## config.mk

```make
export PLATFORM = sky130hd
export DESIGN_NAME = voxel_rle_load_face_cull_unit
export DESIGN_NICKNAME = d
export VERILOG_FILES = /design/src/hw/rtl/vrlf_pkg.sv /design/src/hw/rtl/voxel_rle_load_face_cull_unit.sv /design/src/hw/rtl/vrlf_ram.sv /design/src/hw/rtl/vrlf_core.sv
export SDC_FILE = /design/constraint.sdc
export NUM_CORES = 2
export LEC_CHECK = 0
export BUFFER_PORTS_ARGS = -buffer_cell sky130_fd_sc_hd__buf_2
export CAP_MARGIN = 20
export CORE_AREA = 4 4 656 658
export CTS_CLUSTER_SIZE = 40
export DETAILED_ROUTE_END_ITERATION = 12
export DIE_AREA = 0 0 660 662
export PLACE_DENSITY = 0.61
export SLEW_MARGIN = 20
export SYNTH_ARGS = -nofsm -noshare
export SYNTH_HDL_FRONTEND = slang
export SYNTH_SLANG_ARGS = --single-unit
```

## constraint.sdc

```tcl
create_clock -name clk -period 14.85 [get_ports clk]
set_input_delay 0.7425 -clock clk [delete_from_list [all_inputs] [get_ports clk]]
set_output_delay 0.7425 -clock clk [all_outputs]
set_load 0.01 [all_outputs]
```

## src/hw/rtl/vrlf_pkg.sv

```systemverilog
// ----------------------------------------------------------------------------
// vrlf_pkg
// Shared constants, types and helpers of the voxel run-length loader with
// face culling.
// ----------------------------------------------------------------------------
package vrlf_pkg;

  localparam int CHUNK_EDGE  = 16;
  localparam int LAYER_COUNT = 16;

  localparam int XW   = $clog2(CHUNK_EDGE);
  localparam int ZW   = $clog2(LAYER_COUNT);
  localparam int ROWS = CHUNK_EDGE * LAYER_COUNT;
  localparam int AW   = $clog2(ROWS);

  localparam logic [1:0] CMD_START = 2'd0;
  localparam logic [1:0] CMD_CHAR  = 2'd1;
  localparam logic [1:0] CMD_QUERY = 2'd2;

  localparam logic [7:0] CH_ZERO  = 8'h30;
  localparam logic [7:0] CH_NINE  = 8'h39;
  localparam logic [7:0] CH_AIR   = 8'h61;
  localparam logic [7:0] CH_SOLID = 8'h73;
  localparam logic [7:0] RUN_MAX  = 8'd255;

  localparam logic [2:0] Q_CENTER = 3'd0;
  localparam logic [2:0] Q_YM     = 3'd1;
  localparam logic [2:0] Q_YP     = 3'd2;
  localparam logic [2:0] Q_ZM     = 3'd3;
  localparam logic [2:0] Q_ZP     = 3'd4;
  localparam logic [2:0] QSTEPS   = 3'd5;

  typedef enum logic [2:0] {
    S_CLEAR,
    S_IDLE,
    S_RUN,
    S_QUERY,
    S_EMIT
  } state_t;

  typedef logic [CHUNK_EDGE-1:0] row_t;
  typedef logic [AW-1:0] addr_t;

  typedef struct packed {
    logic [5:0] face_mask;
    logic       solid;
    logic       layers_done;
    logic       format_error;
  } result_t;

  // One memory word holds one x row of the chunk.
  function automatic addr_t row_addr(input int unsigned y, input int unsigned z);
    return AW'(z * CHUNK_EDGE + y);
  endfunction

endpackage

```

## src/hw/rtl/voxel_rle_load_face_cull_unit.sv

```systemverilog
// ----------------------------------------------------------------------------
// voxel_rle_load_face_cull_unit
// Run-length voxel chunk loader with six-face visibility queries.
// ----------------------------------------------------------------------------
// The chunk is held as one memory word per x row, so every store access is a
// single row read or write on a one-read, one-write port. After reset the
// block clears the store to air row by row and stalls its input meanwhile.
// Each item gives exactly one result item. A start command, a digit or an
// ignored character goes straight to its result, a run letter that writes
// passes through a row read, a merged row write and the result, and a query
// makes its five row reads through the single read port, captures the last
// row and then gives its result. A result waiting in the output register does
// not keep the next item from being accepted.
module voxel_rle_load_face_cull_unit
  import vrlf_pkg::*;
(
  input  logic       clk,
  input  logic       rst,
  input  logic       in_valid,
  output logic       in_stall,
  input  logic [1:0] cmd,
  input  logic [7:0] code_char,
  input  logic [3:0] query_x,
  input  logic [3:0] query_y,
  input  logic [3:0] query_z,
  output logic       out_valid,
  input  logic       out_stall,
  output logic [5:0] face_mask,
  output logic       solid,
  output logic       layers_done,
  output logic       format_error
);

  logic    res_valid;
  logic    res_ready;
  result_t res;

  vrlf_core u_core (
    .clk      (clk),
    .rst      (rst),
    .in_valid (in_valid),
    .in_stall (in_stall),
    .cmd      (cmd),
    .code_char(code_char),
    .query_x  (query_x),
    .query_y  (query_y),
    .query_z  (query_z),
    .res_valid(res_valid),
    .res_ready(res_ready),
    .res      (res)
  );

  assign res_ready = !out_valid || !out_stall;

  always_ff @(posedge clk) begin
    if (rst) begin
      out_valid <= 1'b0;
    end else if (res_valid && res_ready) begin
      out_valid <= 1'b1;
    end else if (!out_stall) begin
      out_valid <= 1'b0;
    end
  end

  always_ff @(posedge clk) begin
    if (res_valid && res_ready) begin
      face_mask    <= res.face_mask;
      solid        <= res.solid;
      layers_done  <= res.layers_done;
      format_error <= res.format_error;
    end
  end

endmodule

```

## src/hw/rtl/vrlf_ram.sv

```systemverilog
// ----------------------------------------------------------------------------
// vrlf_ram
// Generic simple dual-port RAM with one write port and a registered read.
// ----------------------------------------------------------------------------
module vrlf_ram #(
  parameter int WIDTH = 8,
  parameter int DEPTH = 256
) (
  input  logic                     clk,
  input  logic                     we,
  input  logic [$clog2(DEPTH)-1:0] waddr,
  input  logic [WIDTH-1:0]         wdata,
  input  logic [$clog2(DEPTH)-1:0] raddr,
  output logic [WIDTH-1:0]         rdata
);

  logic [WIDTH-1:0] mem [DEPTH];

  always_ff @(posedge clk) begin
    if (we) begin
      mem[waddr] <= wdata;
    end
    rdata <= mem[raddr];
  end

endmodule

```

## src/hw/rtl/vrlf_core.sv

```systemverilog
// ----------------------------------------------------------------------------
// vrlf_core
// Command sequencer: decodes run-length characters, writes runs into the
// row store by read-modify-write, and gathers the neighbor rows of a query.
// ----------------------------------------------------------------------------
module vrlf_core
  import vrlf_pkg::*;
(
  input  logic       clk,
  input  logic       rst,
  input  logic       in_valid,
  output logic       in_stall,
  input  logic [1:0] cmd,
  input  logic [7:0] code_char,
  input  logic [3:0] query_x,
  input  logic [3:0] query_y,
  input  logic [3:0] query_z,
  output logic       res_valid,
  input  logic       res_ready,
  output result_t    res
);

  state_t state, state_next;

  logic [XW-1:0] fill_x;
  logic [XW-1:0] fill_y;
  logic [ZW-1:0] fill_layer;
  logic [7:0]    run_count;
  logic          done_flag;
  logic          error_flag;
  addr_t         clr_addr;
  logic [2:0]    qstep;
  logic          rd_live;
  logic [2:0]    rd_sel;

  logic          run_kind;
  logic [7:0]    run_len;
  logic [3:0]    qx, qy, qz;
  logic          is_query;
  logic          solid_c;
  logic          nb_xm, nb_xp, nb_ym, nb_yp, nb_zm, nb_zp;

  logic          accept;
  logic          is_digit;
  logic          is_run;
  logic [11:0]   digit_sum;
  logic [7:0]    digit_next;
  logic          overrun;
  logic          start_write;
  int unsigned   fill_end;
  addr_t         fill_row;
  row_t          merged;

  logic          ram_we;
  addr_t         ram_waddr;
  row_t          ram_wdata;
  addr_t         ram_raddr;
  row_t          ram_rdata;

  logic [XW-1:0] xi, xm, xp;
  logic          c_in, xm_in, xp_in, ym_in, yp_in, zm_in, zp_in;

  vrlf_ram #(
    .WIDTH(CHUNK_EDGE),
    .DEPTH(ROWS)
  ) u_store (
    .clk  (clk),
    .we   (ram_we),
    .waddr(ram_waddr),
    .wdata(ram_wdata),
    .raddr(ram_raddr),
    .rdata(ram_rdata)
  );

  assign accept   = in_valid && (state == S_IDLE);
  assign fill_row = row_addr(32'(fill_y), 32'(fill_layer));
  assign fill_end = 32'(fill_x) + 32'(run_len);

  always_comb begin
    is_digit    = code_char inside {[CH_ZERO:CH_NINE]};
    is_run      = (code_char == CH_SOLID) || (code_char == CH_AIR);
    digit_sum   = {1'b0, run_count, 3'b000} + {3'b000, run_count, 1'b0}
                  + 12'(code_char - CH_ZERO);
    digit_next  = (digit_sum > 12'(RUN_MAX)) ? RUN_MAX : digit_sum[7:0];
    overrun     = (32'(fill_x) + 32'(run_count)) > CHUNK_EDGE;
    start_write = (cmd == CMD_CHAR) && is_run && !done_flag && !overrun
                  && (run_count != 8'd0);
  end

  always_comb begin
    for (int i = 0; i < CHUNK_EDGE; i++) begin
      if ((i >= 32'(fill_x)) && (i < fill_end)) begin
        merged[i] = run_kind;
      end else begin
        merged[i] = ram_rdata[i];
      end
    end
  end

  always_comb begin
    xi    = XW'(qx);
    xm    = xi - 1'b1;
    xp    = xi + 1'b1;
    c_in  = (32'(qx) < CHUNK_EDGE) && (32'(qy) < CHUNK_EDGE) && (32'(qz) < LAYER_COUNT);
    xm_in = (qx != 4'd0);
    xp_in = (32'(qx) + 1) < CHUNK_EDGE;
    ym_in = (qy != 4'd0);
    yp_in = (32'(qy) + 1) < CHUNK_EDGE;
    zm_in = (qz != 4'd0);
    zp_in = (32'(qz) + 1) < LAYER_COUNT;
  end

  always_ff @(posedge clk) begin
    if (rst) begin
      state <= S_CLEAR;
    end else begin
      state <= state_next;
    end
  end

  always_comb begin
    state_next = state;
    ram_we     = 1'b0;
    ram_waddr  = fill_row;
    ram_wdata  = merged;
    ram_raddr  = fill_row;
    in_stall   = 1'b1;
    res_valid  = 1'b0;
    case (state)
      S_CLEAR: begin
        ram_we    = 1'b1;
        ram_waddr = clr_addr;
        ram_wdata = '0;
        if (clr_addr == AW'(ROWS - 1)) begin
          state_next = S_IDLE;
        end
      end
      S_IDLE: begin
        in_stall = 1'b0;
        if (in_valid) begin
          if (start_write) begin
            state_next = S_RUN;
          end else if (cmd == CMD_QUERY) begin
            state_next = S_QUERY;
          end else begin
            state_next = S_EMIT;
          end
        end
      end
      S_RUN: begin
        ram_we     = 1'b1;
        state_next = S_EMIT;
      end
      S_QUERY: begin
        case (qstep)
          Q_CENTER: ram_raddr = row_addr(32'(qy), 32'(qz));
          Q_YM:     ram_raddr = row_addr(32'(qy) - 1, 32'(qz));
          Q_YP:     ram_raddr = row_addr(32'(qy) + 1, 32'(qz));
          Q_ZM:     ram_raddr = row_addr(32'(qy), 32'(qz) - 1);
          Q_ZP:     ram_raddr = row_addr(32'(qy), 32'(qz) + 1);
          default:  ram_raddr = row_addr(32'(qy), 32'(qz));
        endcase
        if (qstep == QSTEPS) begin
          state_next = S_EMIT;
        end
      end
      S_EMIT: begin
        res_valid = 1'b1;
        if (res_ready) begin
          state_next = S_IDLE;
        end
      end
      default: begin
        state_next = S_IDLE;
      end
    endcase
  end

  always_ff @(posedge clk) begin
    if (rst) begin
      clr_addr   <= '0;
      fill_x     <= '0;
      fill_y     <= '0;
      fill_layer <= '0;
      run_count  <= '0;
      done_flag  <= 1'b0;
      error_flag <= 1'b0;
      qstep      <= '0;
      rd_live    <= 1'b0;
      rd_sel     <= '0;
    end else begin
      rd_live <= (state == S_QUERY) && (qstep < QSTEPS);
      rd_sel  <= qstep;
      if (state == S_CLEAR) begin
        clr_addr <= clr_addr + 1'b1;
      end
      if (accept) begin
        qstep <= '0;
        case (cmd)
          CMD_START: begin
            fill_x     <= '0;
            fill_y     <= '0;
            fill_layer <= '0;
            run_count  <= '0;
            done_flag  <= 1'b0;
          end
          CMD_CHAR: begin
            if (is_digit) begin
              run_count <= digit_next;
            end else if (is_run) begin
              run_count <= '0;
              if (!done_flag && overrun) begin
                error_flag <= 1'b1;
              end
            end
          end
          default: begin
          end
        endcase
      end
      if (state == S_QUERY) begin
        qstep <= qstep + 1'b1;
      end
      if (state == S_RUN) begin
        if (fill_end == CHUNK_EDGE) begin
          fill_x <= '0;
          if (fill_y == XW'(CHUNK_EDGE - 1)) begin
            fill_y <= '0;
            if (fill_layer == ZW'(LAYER_COUNT - 1)) begin
              fill_layer <= '0;
              done_flag  <= 1'b1;
            end else begin
              fill_layer <= fill_layer + 1'b1;
            end
          end else begin
            fill_y <= fill_y + 1'b1;
          end
        end else begin
          fill_x <= XW'(fill_end);
        end
      end
    end
  end

  always_ff @(posedge clk) begin
    if (accept) begin
      run_kind <= (code_char == CH_SOLID);
      run_len  <= run_count;
      qx       <= query_x;
      qy       <= query_y;
      qz       <= query_z;
      is_query <= (cmd == CMD_QUERY);
    end
    if (rd_live) begin
      case (rd_sel)
        Q_CENTER: begin
          solid_c <= c_in & ram_rdata[xi];
          nb_xm   <= xm_in & ram_rdata[xm];
          nb_xp   <= xp_in & ram_rdata[xp];
        end
        Q_YM:    nb_ym <= ym_in & ram_rdata[xi];
        Q_YP:    nb_yp <= yp_in & ram_rdata[xi];
        Q_ZM:    nb_zm <= zm_in & ram_rdata[xi];
        Q_ZP:    nb_zp <= zp_in & ram_rdata[xi];
        default: begin
        end
      endcase
    end
  end

  always_comb begin
    res.solid        = is_query & solid_c;
    res.face_mask    = res.solid ? {~nb_xp, ~nb_xm, ~nb_zm, ~nb_zp, ~nb_yp, ~nb_ym} : 6'd0;
    res.layers_done  = done_flag;
    res.format_error = error_flag;
  end

endmodule

```

== Word-level counts from Yosys, hierarchy flattened ==
Memories as Yosys holds them, arrays and structs flattened. A register that Yosys moved wholly into a read port is not among the register bits.
Index checks and enable logic that the tools add are counted.

* Bits in registers: 79
* Logic and storage cells: 253
* Bits in writable memories: 4096
* Memories kept: 1
* Output and inout bits: 11

{| class="wikitable"
|+ Memories
! memory !! depth !! bits a word !! rd ports !! clocked after Yosys merged registers in !! wr ports !! line !! RTL
|-
| u_core.u_store.mem || 256 || 16 || 1 || 1 || 1 || vrlf_ram.sv:17 || <nowiki>logic [WIDTH-1:0] mem [DEPTH];</nowiki>
|}

* Muxes and demuxes: 67
* Equal/unequal tests: 27
* Order comparisons: 42
* Bitwise gates (word level): 14
* Add/sub/neg operators: 22
* Reduce and logical (&&, ||, !) cells: 51

{| class="wikitable"
|+ Operators by type and width
! cell !! number
|-
| $lt A4 B32 Y1 const A || 8
|-
| $lt A3 B32 Y1 const A || 4
|-
| $lt A1 B32 Y1 const A || 2
|-
| $lt A2 B32 Y1 const A || 2
|-
| $lt A32 B5 Y1 const B || 2
|-
| $mux W4 || 15
|-
| $mux W8 || 5
|-
| $add A8 B4 Y8 || 4
|-
| $eq A32 B5 Y1 const B || 1
|-
| $gt A32 B5 Y1 const B || 1
|-
| $mux W1 || 32
|-
| $pmux W8 S4 || 1
|-
| $ge A4 B4 Y1 const A || 7
|-
| $logic_and A1 B1 Y1 || 24
|-
| $mux W3 || 8
|-
| $add A4 B8 Y9 || 2
|-
| $eq A3 B2 Y1 const B || 6
|-
| $add A8 B8 Y8 || 2
|-
| $eq A8 B7 Y1 const B || 2
|-
| $ge A3 B4 Y1 const A || 4
|-
| $mux W16 || 1
|-
| $pmux W8 S2 || 1
|-
| $add A4 B1 Y5 const B || 3
|-
| $lt A4 B5 Y1 const B || 3
|-
| other kinds (40) || 83
|}

== Logic depth before layout (Yosys ltp) ==
* Depth after elaboration: 9
* Gate-level depth with buffers: 21
* Gate-level depth less buffers: 17

== Hierarchy ==
A second synthesis with hierarchy kept.

* Cell total of the unflattened synthesis: 8042
* Area, all modules: 164696.7 um^2

{| class="wikitable"
|+ Modules (own cells, without submodules)
! module !! area each (um^2) !! sequential area each (um^2) !! times used !! cells an instance
|-
| vrlf_ram || 158714.7 || 123318.3 || 1 || 7360
|-
| vrlf_core || 5672.9 || 1671.6 || 1 || 668
|-
| voxel_rle_load_face_cull_unit || 309.0 || 290.3 || 1 || 14
|}

== Worst setup path after synthesis ==
Ideal clock, no wire load.

* Path kind: register to register
* Start: register u_core.run_len[1]
* End: memory u_core.u_store.mem[0][7] in the netlist's numbering (data pin)
* Cell stages (with the launch flop): 11
* Setup slack: 4312 ps
* Setup time: 1574 ps
* Arrival: 8964 ps
* Period minus slack after synthesis: 10538 ps
* Cell sequence: edfxtp_1 ha_1 a21o_1 a21o_1 a21oi_1 nand3_1 o21ai_0 nand2_1 nor2_1 o21ai_0 a21oi_1

* Longest elaborated chain between the ends: 5

{| class="wikitable"
|+ RTL lines
! element !! line !! RTL
|-
| from (decl) || vrlf_core.sv:37 || <nowiki>logic [7:0] run_len;</nowiki>
|-
| from (signal assigned) || vrlf_core.sv:248 || <nowiki>run_len <= run_count;</nowiki>
|-
| $add A4 B8 Y9 || vrlf_core.sv:77 || <nowiki>assign fill_end = 32'(fill_x) + 32'(run_len);</nowiki>
|-
| $lt A3 B32 Y1 || vrlf_core.sv:92 || <nowiki>if ((i >= 32'(fill_x)) && (i < fill_end)) begin</nowiki>
|-
| $logic_and A1 B1 Y1 || vrlf_core.sv:92 ||
|-
| $mux W1 || vrlf_core.sv:92 ||
|-
| $mux W16 || vrlf_core.sv:129 || <nowiki>case (state)</nowiki>
|-
| via u_core.ram_wdata[7] || vrlf_core.sv:56 || <nowiki>row_t ram_wdata;</nowiki>
|-
| to (decl) || vrlf_ram.sv:17 ||
|}

The timed path passes the listed nets, and every way through them passes these cells.

== Final worst setup path ==
* Start: register u_core.qstep[2]
* End: register u_core.u_store.rdata[6] (read register of u_core.u_store.mem)

* Longest elaborated chain between the ends: 3
* Elaborated cells between the ends (all ways): 6

{| class="wikitable"
|+ RTL lines
! element !! line !! RTL
|-
| from (decl) || vrlf_core.sv:32 || <nowiki>logic [2:0] qstep;</nowiki>
|-
| from (signal assigned) || vrlf_core.sv:222 || <nowiki>qstep <= qstep + 1'b1;</nowiki>
|-
| $eq A3 B3 Y1 (tied with other cells) || vrlf_core.sv:155 || <nowiki>case (qstep)</nowiki>
|-
| $pmux W8 S4 (*) || vrlf_core.sv:155 ||
|-
| $mux W8 (*) || vrlf_core.sv:129 ||
|-
| to (decl) || vrlf_ram.sv:14 || <nowiki>output logic [WIDTH-1:0] rdata</nowiki>
|}

Mark *: on every way between the ends. The rest lies on a longest branch, timed or not.
A chain may end at the register's enable or synchronous reset.

==> run_results.csv <==
group,metric,value,unit
outcome,status,"finished, final reports clean",
detailed_routing,ant_nets,0,
timing,setup_viol,0,
final_layout,layout-drive-gt1-share,8.80,%
power_and_ir_drop,ir_drop,101,uV
yosys,synthMuxAreaShare,1.72,%
detailed_routing,drtPass1Iterations,9,
final_layout,fill_cells,37600,
global_route,antenna_found_initial,23,
power_and_ir_drop,p_clk_share,43.7,%
yosys,avgSynthCellArea,12.7,um2
global_route,grt_pass1_vias,102000,
yosys,synth_most_common_cell,"edfxtp_1",
place,dp_cells,18500,
detailed_routing,num_vias,109000,
timing,layout_min_cycle_time,6.91,ns
global_route,grt_pass1_wl,714000,um
yosys,ys_ff_latch,4191,
floorplanning,die_area,437000,um2
clocking,cts.sinks,4191,
final_layout,syn_to_final_growth,12.4,%
final_layout,regArea,125000,um2
power_and_ir_drop,power_density,124,nW/um2
power_and_ir_drop,sw_frac_of_total,20.2,%
final_layout,multi_input_area,40200,um2
final_layout,finalNetCount,13400,
floorplanning,start_util,39.9,%
global_route,grt_start_max_net_pins,191,
detailed_routing,via_per_inst,5.66,
global_route,gr-total-overflow,0,
detailed_routing,wl_per_cell,25.5,um
yosys,yosys-top-cells-area,"edfxtp_1 (73%), nand2_1 (8.7%), nand3_1 (6.4%)",
timing,tightestPinTransition,1.15,ns
worst_setup_path,arrival,7.81,ns
worst_setup_path,worstPathCellList,"inv_2, ha_1, o21ai_1, o221ai_2, o21ai_4, buf_4, buf_4, buf_4, nand2_1, and3_1, a31oi_1, o22ai_1, or4_1, o221ai_1, or3_1",
floorplanning,rows,239,
yosys,synth_edf_count,4134,
clocking,root_buffer,"clkbuf_16",
power_and_ir_drop,p_comb_share,1.4,%
timing,rsz0062_at_grt,"false",
worst_setup_path,r2r_start,"u_core.qstep[2]$_SDFFE_PP0P_",
global_route,grt_util_met3,4.26,%
power_and_ir_drop,intPower,18900,uW
yosys,synth_xor_area_share,0.124,%
yosys,synthSimpleGateAreaFrac,17.8,%
place,portBuffers,36,
place,place_congestion,0.873,
min_path,min_path_type,"in2reg",
clocking,htree_levels,5,
timing,slew_viol_final,0,
clocking,cts_resized,0,
yosys,synthArstFlopShare,0,%
place,hpwl,272000,um
yosys,synth_cell_types,87,
worst_setup_path,cp-start-kind,"flop",
power_and_ir_drop,p_seq_share,54.8,%
yosys,seq_area_frac_synth,74.1,%
worst_setup_path,path_class,"reg2reg",
detailed_routing,drc,0,
yosys,synth_top_family_by_area,"simple AND/OR/NAND/NOR gates",
worst_setup_path,r2r_end,"u_core.u_store.rdata[6]$_DFF_P_",
worst_setup_path,reg2regPathDepth,15,
yosys,synth_compound_area_share,3.50,%
power_and_ir_drop,switchingPower,4790,uW
global_route,grt_use_met1,30.9,%
yosys,synthTopCellsByCount,"edfxtp_1 (4134), nand2_1 (3910), nand3_1 (2148)",
clocking,cts_buffers,409,
yosys,syn_area,169000,um2
worst_setup_path,crit_path_end,"u_core.u_store.rdata[6]$_DFF_P_",
timing,slew_headroom,23.3,%
worst_setup_path,worstSetupEndpointType,"flop",
worst_setup_path,crit_path_max_incr_delay,0.84,ns
worst_setup_path,crit_required,15.75,ns
clocking,clockBufferDepth,4,
power_and_ir_drop,p_leak,0.0635,uW
yosys,synth_fp_nets,13300,
final_layout,finalInstanceArea,190000,um2
yosys,yosys.area.top_type_share,73.4,%
timing,period_share,46.5,%
yosys,netlist_instances,13300,
global_route,grtUsageMet2,33.6,%
final_layout,fin_cells,19300,
clocking,cts_tree,"done",
clocking,insertion_delay,0.97,ns
detailed_routing,drt_iter0_markers,13900,
yosys,synth-adder-area-share,0.422,%
yosys,yosysTopAreaCell,"edfxtp_1",
final_layout,final_util,44.8,%
timing,fin_hold_ws,0.149,ns
clocking,clk_pin_slew,0.06,ns
floorplanning,ios,37,
worst_setup_path,critPathMaxFanout,67,
floorplanning,die_height,662,um
job,cap_violations,0,
yosys,synthFlopType,"edfxtp_1",
timing,clock_skew,0.0357,ns
worst_setup_path,slowest_stage,"o221ai_1",
timing,fin_setup_tns,0,ns
worst_setup_path,timing.critical_path.from,"u_core.qstep[2]$_SDFFE_PP0P_",
detailed_routing,wirelength,491000,um
floorplanning,die_w,660,um
min_path,holdCritStartpoint,"out_stall",
worst_setup_path,regToRegSetupSlack,7.94,ns
timing,hold_violations,0,
floorplanning,core_area,424000,um2
place,place_area,177000,um2
global_route,grt_use_total,21.8,%
global_route,grt.busiest_layer,"met2",
worst_setup_path,cpMostUsedCell,"buf_4",
yosys,yosys_warnings,0,
timing,fmax,0.145,GHz
power by group through the flow:
stage / registers [uW] / clock network, uW / logic, uW
floorplan: 13200 / 0 / 142
global placement: 13200 / 0 / 324
detailed placement: 13200 / 0 / 329
CTS: 13000 / 10500 / 333
global route: 13000 / 11000 / 353
finish: 13000 / 10300 / 338
logic make-up after synthesis:
kind of cell / Yosys count
flip-flops: 4191
multiplexers: 275
AND/OR/NAND/NOR: 6920
adder cells (fa/ha/maj): 51
XOR/XNOR: 24
AO/OA/AOI/OAI: 864
buffers and inverters: 940
state kept, by name, summed over array words and instances (netlist names), 3 cells and up:
register,count
u_core.qy,4
u_core.rd_sel,3
u_core.u_store.rdata,16
u_core.qx,4
u_core.state,3
u_core.fill_x,4
u_core.run_count,8
face_mask,6
u_core.clr_addr,8
u_core.fill_y,4
u_core.qstep,3
u_core.u_store.mem,4096
u_core.qz,4
u_core.run_len,8
u_core.fill_layer,4
per-layer routing:
layer  part of all wire [%]  vias to the layer above
met5                  0.033                        -
met4                    3.7                       10
met3                    9.7                      820
met2                     45                     5291
met1                     41                    54800
li1                       -                    48400
layout make-up:
cell class	instances	share of cell area (%)
Clock buffer	504	5.71
Inverter	53	0.105
Multi-Input combinational cell	8134	21.2
Sequential cell	4191	65.9
Timing Repair Buffer	485	2.09
Clock inverter	252	1.24
Antenna cell	19	0.0250
Tap cell	5663	3.73
worst min-delay path by stage:
stage / slack, ns / cells after the start / endpoint
finish: 0.15 / 3 / out_valid$_SDFFE_PP0P_
global route: 0.13 / 3 / out_valid$_SDFFE_PP0P_
CTS: 0.05 / 3 / out_valid$_SDFFE_PP0P_
detailed placement: 0.45 / 0 / format_error$_DFFE_PP_
global placement: 0.44 / 0 / format_error$_DFFE_PP_
floorplan: 0.41 / 0 / format_error$_DFFE_PP_
cell usage in the layout (no fill, tap or decap), types with 40 or more instances in the layout:
| master | Yosys | layout |
|---|---|---|
| a311oi_1 | 188 | 187 |
| nand3_1 | 2148 | 2147 |
| a31oi_1 | 183 | 183 |
| clkinv_2 | 0 | 94 |
| clkbuf_16 | 0 | 416 |
| clkbuf_1 | 345 | 76 |
| clkinv_1 | 0 | 85 |
| dfxtp_1 | 57 | 57 |
| mux2i_1 | 258 | 258 |
| a21oi_1 | 241 | 240 |
| nand2_1 | 3910 | 3893 |
| or4_1 | 45 | 45 |
| buf_4 | 19 | 405 |
| nand4_1 | 92 | 92 |
| or3_1 | 52 | 52 |
| inv_1 | 52 | 52 |
| ha_1 | 41 | 41 |
| edfxtp_1 | 4134 | 4134 |
| o21ai_0 | 42 | 40 |
| nor2_1 | 354 | 303 |
| and3_1 | 204 | 204 |
| o22ai_1 | 49 | 49 |
critical path: cells and delay by family (launching register included):
kind / cells / cell delay (ns)
compound gates: 6 / 2.18
flops: 1 / 0.66
simple gates: 4 / 1.22
buf+inv: 4 / 2.33
fa+ha+maj: 1 / 0.27
metrics by stage:
stage | total power, uW | setup WS [ns]
after floorplan | 13400 | 4.31
after global placement | 13500 | 7.30
after detailed placement | 13500 | 8.08
after CTS | 23800 | 8.02
after global routing | 24300 | 7.72
final | 23700 | 7.94
repair_timing:
action | in CTS | in global routing
hold buffers | 12 | 0
setup buffers | 0 | 0
endpoints found under the hold margin | 12 | 0
(Power assumes the default switching activity.)
